**src/mqdf_ram.sv**
```systemverilog
// generic simple dual-port ram with one write port and a registered read port
// no dependencies
module mqdf_ram #(
	parameter int WIDTH = 8,
	parameter int DEPTH = 16
) (
	input  logic                                  clk,
	input  logic                                  we,
	input  logic [(DEPTH > 1 ? $clog2(DEPTH) : 1)-1:0] waddr,
	input  logic [WIDTH-1:0]                      wdata,
	input  logic                                  re,
	input  logic [(DEPTH > 1 ? $clog2(DEPTH) : 1)-1:0] raddr,
	output logic [WIDTH-1:0]                      rdata
);

	logic [WIDTH-1:0] mem [DEPTH];

	always_ff @(posedge clk) begin
		if (we) begin
			mem[waddr] <= wdata;
		end
		if (re) begin
			rdata <= mem[raddr];
		end
	end

endmodule

```
**config.mk**
```make
export PLATFORM = sky130hd
export DESIGN_NAME = mqdf_ram
export DESIGN_NICKNAME = d
export VERILOG_FILES = /design/src/mqdf_ram.sv
export SDC_FILE = /design/constraint.sdc
export NUM_CORES = 1
export LEC_CHECK = 0
export BUFFER_PORTS_ARGS = -buffer_cell sky130_fd_sc_hd__buf_2
export CAP_MARGIN = 10
export CORE_ASPECT_RATIO = 0.5
export CORE_MARGIN = 4
export CORE_UTILIZATION = 51
export DETAILED_ROUTE_END_ITERATION = 12
export PLACE_DENSITY = 0.75
export SYNTH_ARGS = -nofsm -noshare
export SYNTH_HDL_FRONTEND = slang
export SYNTH_SLANG_ARGS = --single-unit
```
**constraint.sdc**
```tcl
create_clock -name clk -period 2.7 [get_ports clk]
set_input_delay 0.405 -clock clk [delete_from_list [all_inputs] [get_ports clk]]
set_output_delay 0.405 -clock clk [all_outputs]
set_load 0.1 [all_outputs]
```
==> flow_summary.json <==
{
  "grt_pass1_wl_um": 16100,
  "maxSlewHeadroom_pct": 34.8,
  "htree_levels": 4,
  "clock_latency_ns": 0.41,
  "globalRouteOverflowTotal": 0,
  "syn-num-nets": 248,
  "syn_area_per_cell_um2": 22.8,
  "cp.required_ns": 2.85,
  "arrival_ns": 1.84,
  "nFillCells": 631,
  "criticalPathCategory": "primary input to register",
  "finalCritPeriodShare_pct": 62.8,
  "cts_num_sinks": 136,
  "netlist_area_um2": 5230,
  "grt_antenna_before_repair": 0,
  "final_cells": 425,
  "rows": 25,
  "rsz0062_at_grt": "false",
  "fin_setup_tns_ns": 0,
  "synth_seq_cells": 136,
  "tightest_slew_ns": 0.975,
  "holdCritPathClass": "primary input to register",
  "startpoint_type": "primary input",
  "wl_per_cell_um": 24.6,
  "initial_utilization_pct": 53.9,
  "yosysSeqAreaShare_pct": 78.1,
  "die_width_um": 151,
  "ir_drop_mv": 0.487,
  "clockBufferDepth": 2,
  "ant_nets": 0,
  "setup.worst_path.end_class": "register",
  "total_power_mw": 5.05,
  "die_h_um": 79.6,
  "power.density_nw_per_um2": 819,
  "drive_gt1_share_pct": 29.7,
  "outcome": "finished, final reports clean",
  "regArea_um2": 4080,
  "drtIter0Drc": 254,
  "yosys_warnings": 0,
  "hpwlAfterDp_um": 6390,
  "maxCapViolations": 0,
  "clkTransAtPathRegs_ns": 0.06,
  "numPortBuffers": 26,
  "dr_total_vias": 2522,
  "cts_buffers": 17,
  "dp_cells": 393,
  "cts_setup_buffers": 0,
  "cts_tree": "built",
  "timing.final.ws_setup_ns": 1.01,
  "grt_max_degree": 33,
  "ys_types": 18,
  "gp_congestion": 0.789,
  "wl_um": 10400,
  "grt_use_total_pct": 19.4,
  "pre_cts_slack_ns": 0.608,
  "drc": 0,
  "nets": 296,
  "grt_pass1_vias": 2592,
  "timing.fmax_mhz": 590,
  "hold_violations": 0,
  "syn_to_final_growth_pct": 17.9,
  "synthCells": 229,
  "clockRootBuffer": "clkbuf_16",
  "multiInputGateArea_um2": 1060,
  "drt_first_pass_iters": 4,
  "leakage_nw": 2.07,
  "reg2reg_slack_ns": 1.10,
  "worst-path-max-fanout": 32,
  "diodes": 0,
  "cts_hold_buf": 0,
  "boundaryPins": 27,
  "core_area_um2": 9700,
  "slew_violations": 0,
  "layout_min_cycle_time_ns": 1.69,
  "vias_per_cell": 5.93,
  "die_area_um2": 12000,
  "finalSetupViolCount": 0,
  "clock_skew_ns": 0.00566,
  "cts.repair.resized": 0
}
==> sequential cells by signal, indices dropped and copies added, names as in the netlist <==
register / flops
mem: 128
rdata: 8
==> critical path: stages <==
cell,delay [ns]
buf_2,0.10
buf_12,0.25
mux4_1,0.58
a22oi_1,0.37
nand2_1,0.12
==> area by class of cell <==
type | instances | area share (%)
Sequential cell | 136 | 66.3
Multi-Input combinational cell | 83 | 17.2
Clock buffer | 18 | 6.97
Timing Repair Buffer | 39 | 3.90
Clock inverter | 14 | 2.94
Tap cell | 135 | 2.74
==> cells in the final DEF, fill, tap and decap left out, drive strengths merged, types with 4 or more instances in the layout <==
cell type / synthesis / routed
clkinv: 0 / 7
mux4: 32 / 32
nor3: 4 / 4
a22oi: 16 / 16
buf: 7 / 39
nor2: 13 / 13
edfxtp: 136 / 136
nand2: 9 / 9
bufinv: 0 / 4
clkbuf: 0 / 18
==> through the flow <==
stage	hold WS [ns]	utilization [%]	area, um^2
2_1_floorplan	0.504	-	5230
3_3_place_gp	0.728	57.2	5550
3_5_place_dp	0.749	57.2	5550
4_1_cts	0.363	63.5	6160
5_1_grt	0.357	63.5	6160
6_report	0.377	63.5	6160
==> power breakdown <==
part / total, mW / switching (mW) / leakage [nW] / internal, mW
Clock: 2.36 / 0.830 / 0.288 / 1.53
Sequential: 2.40 / 0.0150 / 1.24 / 2.38
Combinational: 0.291 / 0.202 / 0.547 / 0.0887
Total: 5.05 / 1.05 / 2.07 / 4.00
==> metal layers <==
metal  share of wire [%]  GRT usage [%]  vias up  routed length, um
li1                    -              -     1083                  -
met1                  44           26.6     1308               4590
met2                  45           28.0      116               4730
met3                 9.4           8.62       15                982
met4                 1.5           6.51        0                153
met5                   0              0        -                  0
==> cell families after synthesis <==
group | after synthesis | synth area share [%]
AOI/OAI and AO/OA | 16 | 2.30
DFF | 136 | 78.1
muxes | 32 | 14.8
buffers and inverters | 10 | 1.65
and+or+nand+nor | 35 | 3.14
==> synthesized netlist by cell type <==
| library cell | n | area share (%) |
|---|---|---|
| a22oi_1 | 16 | 2.3 |
| and2_1 | 1 | 0.12 |
| and2b_1 | 1 | 0.14 |
| buf_2 | 3 | 0.29 |
| buf_4 | 1 | 0.14 |
| buf_6 | 3 | 0.65 |
| clkdlybuf4s25_2 | 3 | 0.57 |
| edfxtp_1 | 136 | 78 |
| mux4_1 | 14 | 7.0 |
| mux4_2 | 18 | 7.8 |
| nand2_1 | 9 | 0.65 |
| nand2b_1 | 2 | 0.24 |
| nand3_1 | 1 | 0.096 |
| nand3b_1 | 2 | 0.29 |
| nor2_1 | 13 | 0.93 |
| nor2b_1 | 1 | 0.12 |
| nor3_1 | 4 | 0.38 |
| or3b_2 | 1 | 0.17 |
==> path summary, 6_finish.rpt <==
check	cells after the start	to	startpoint
setup / recovery	5	rdata[5]$_DFFE_PP_	raddr[0]
hold reg to reg	3	rdata[6]$_DFFE_PP_	mem[6][6]$_DFFE_PP_
hold / removal	1	rdata[2]$_DFFE_PP_	re
setup reg to reg	3	rdata[5]$_DFFE_PP_	mem[3][5]$_DFFE_PP_
(Power assumes the default switching activity.)
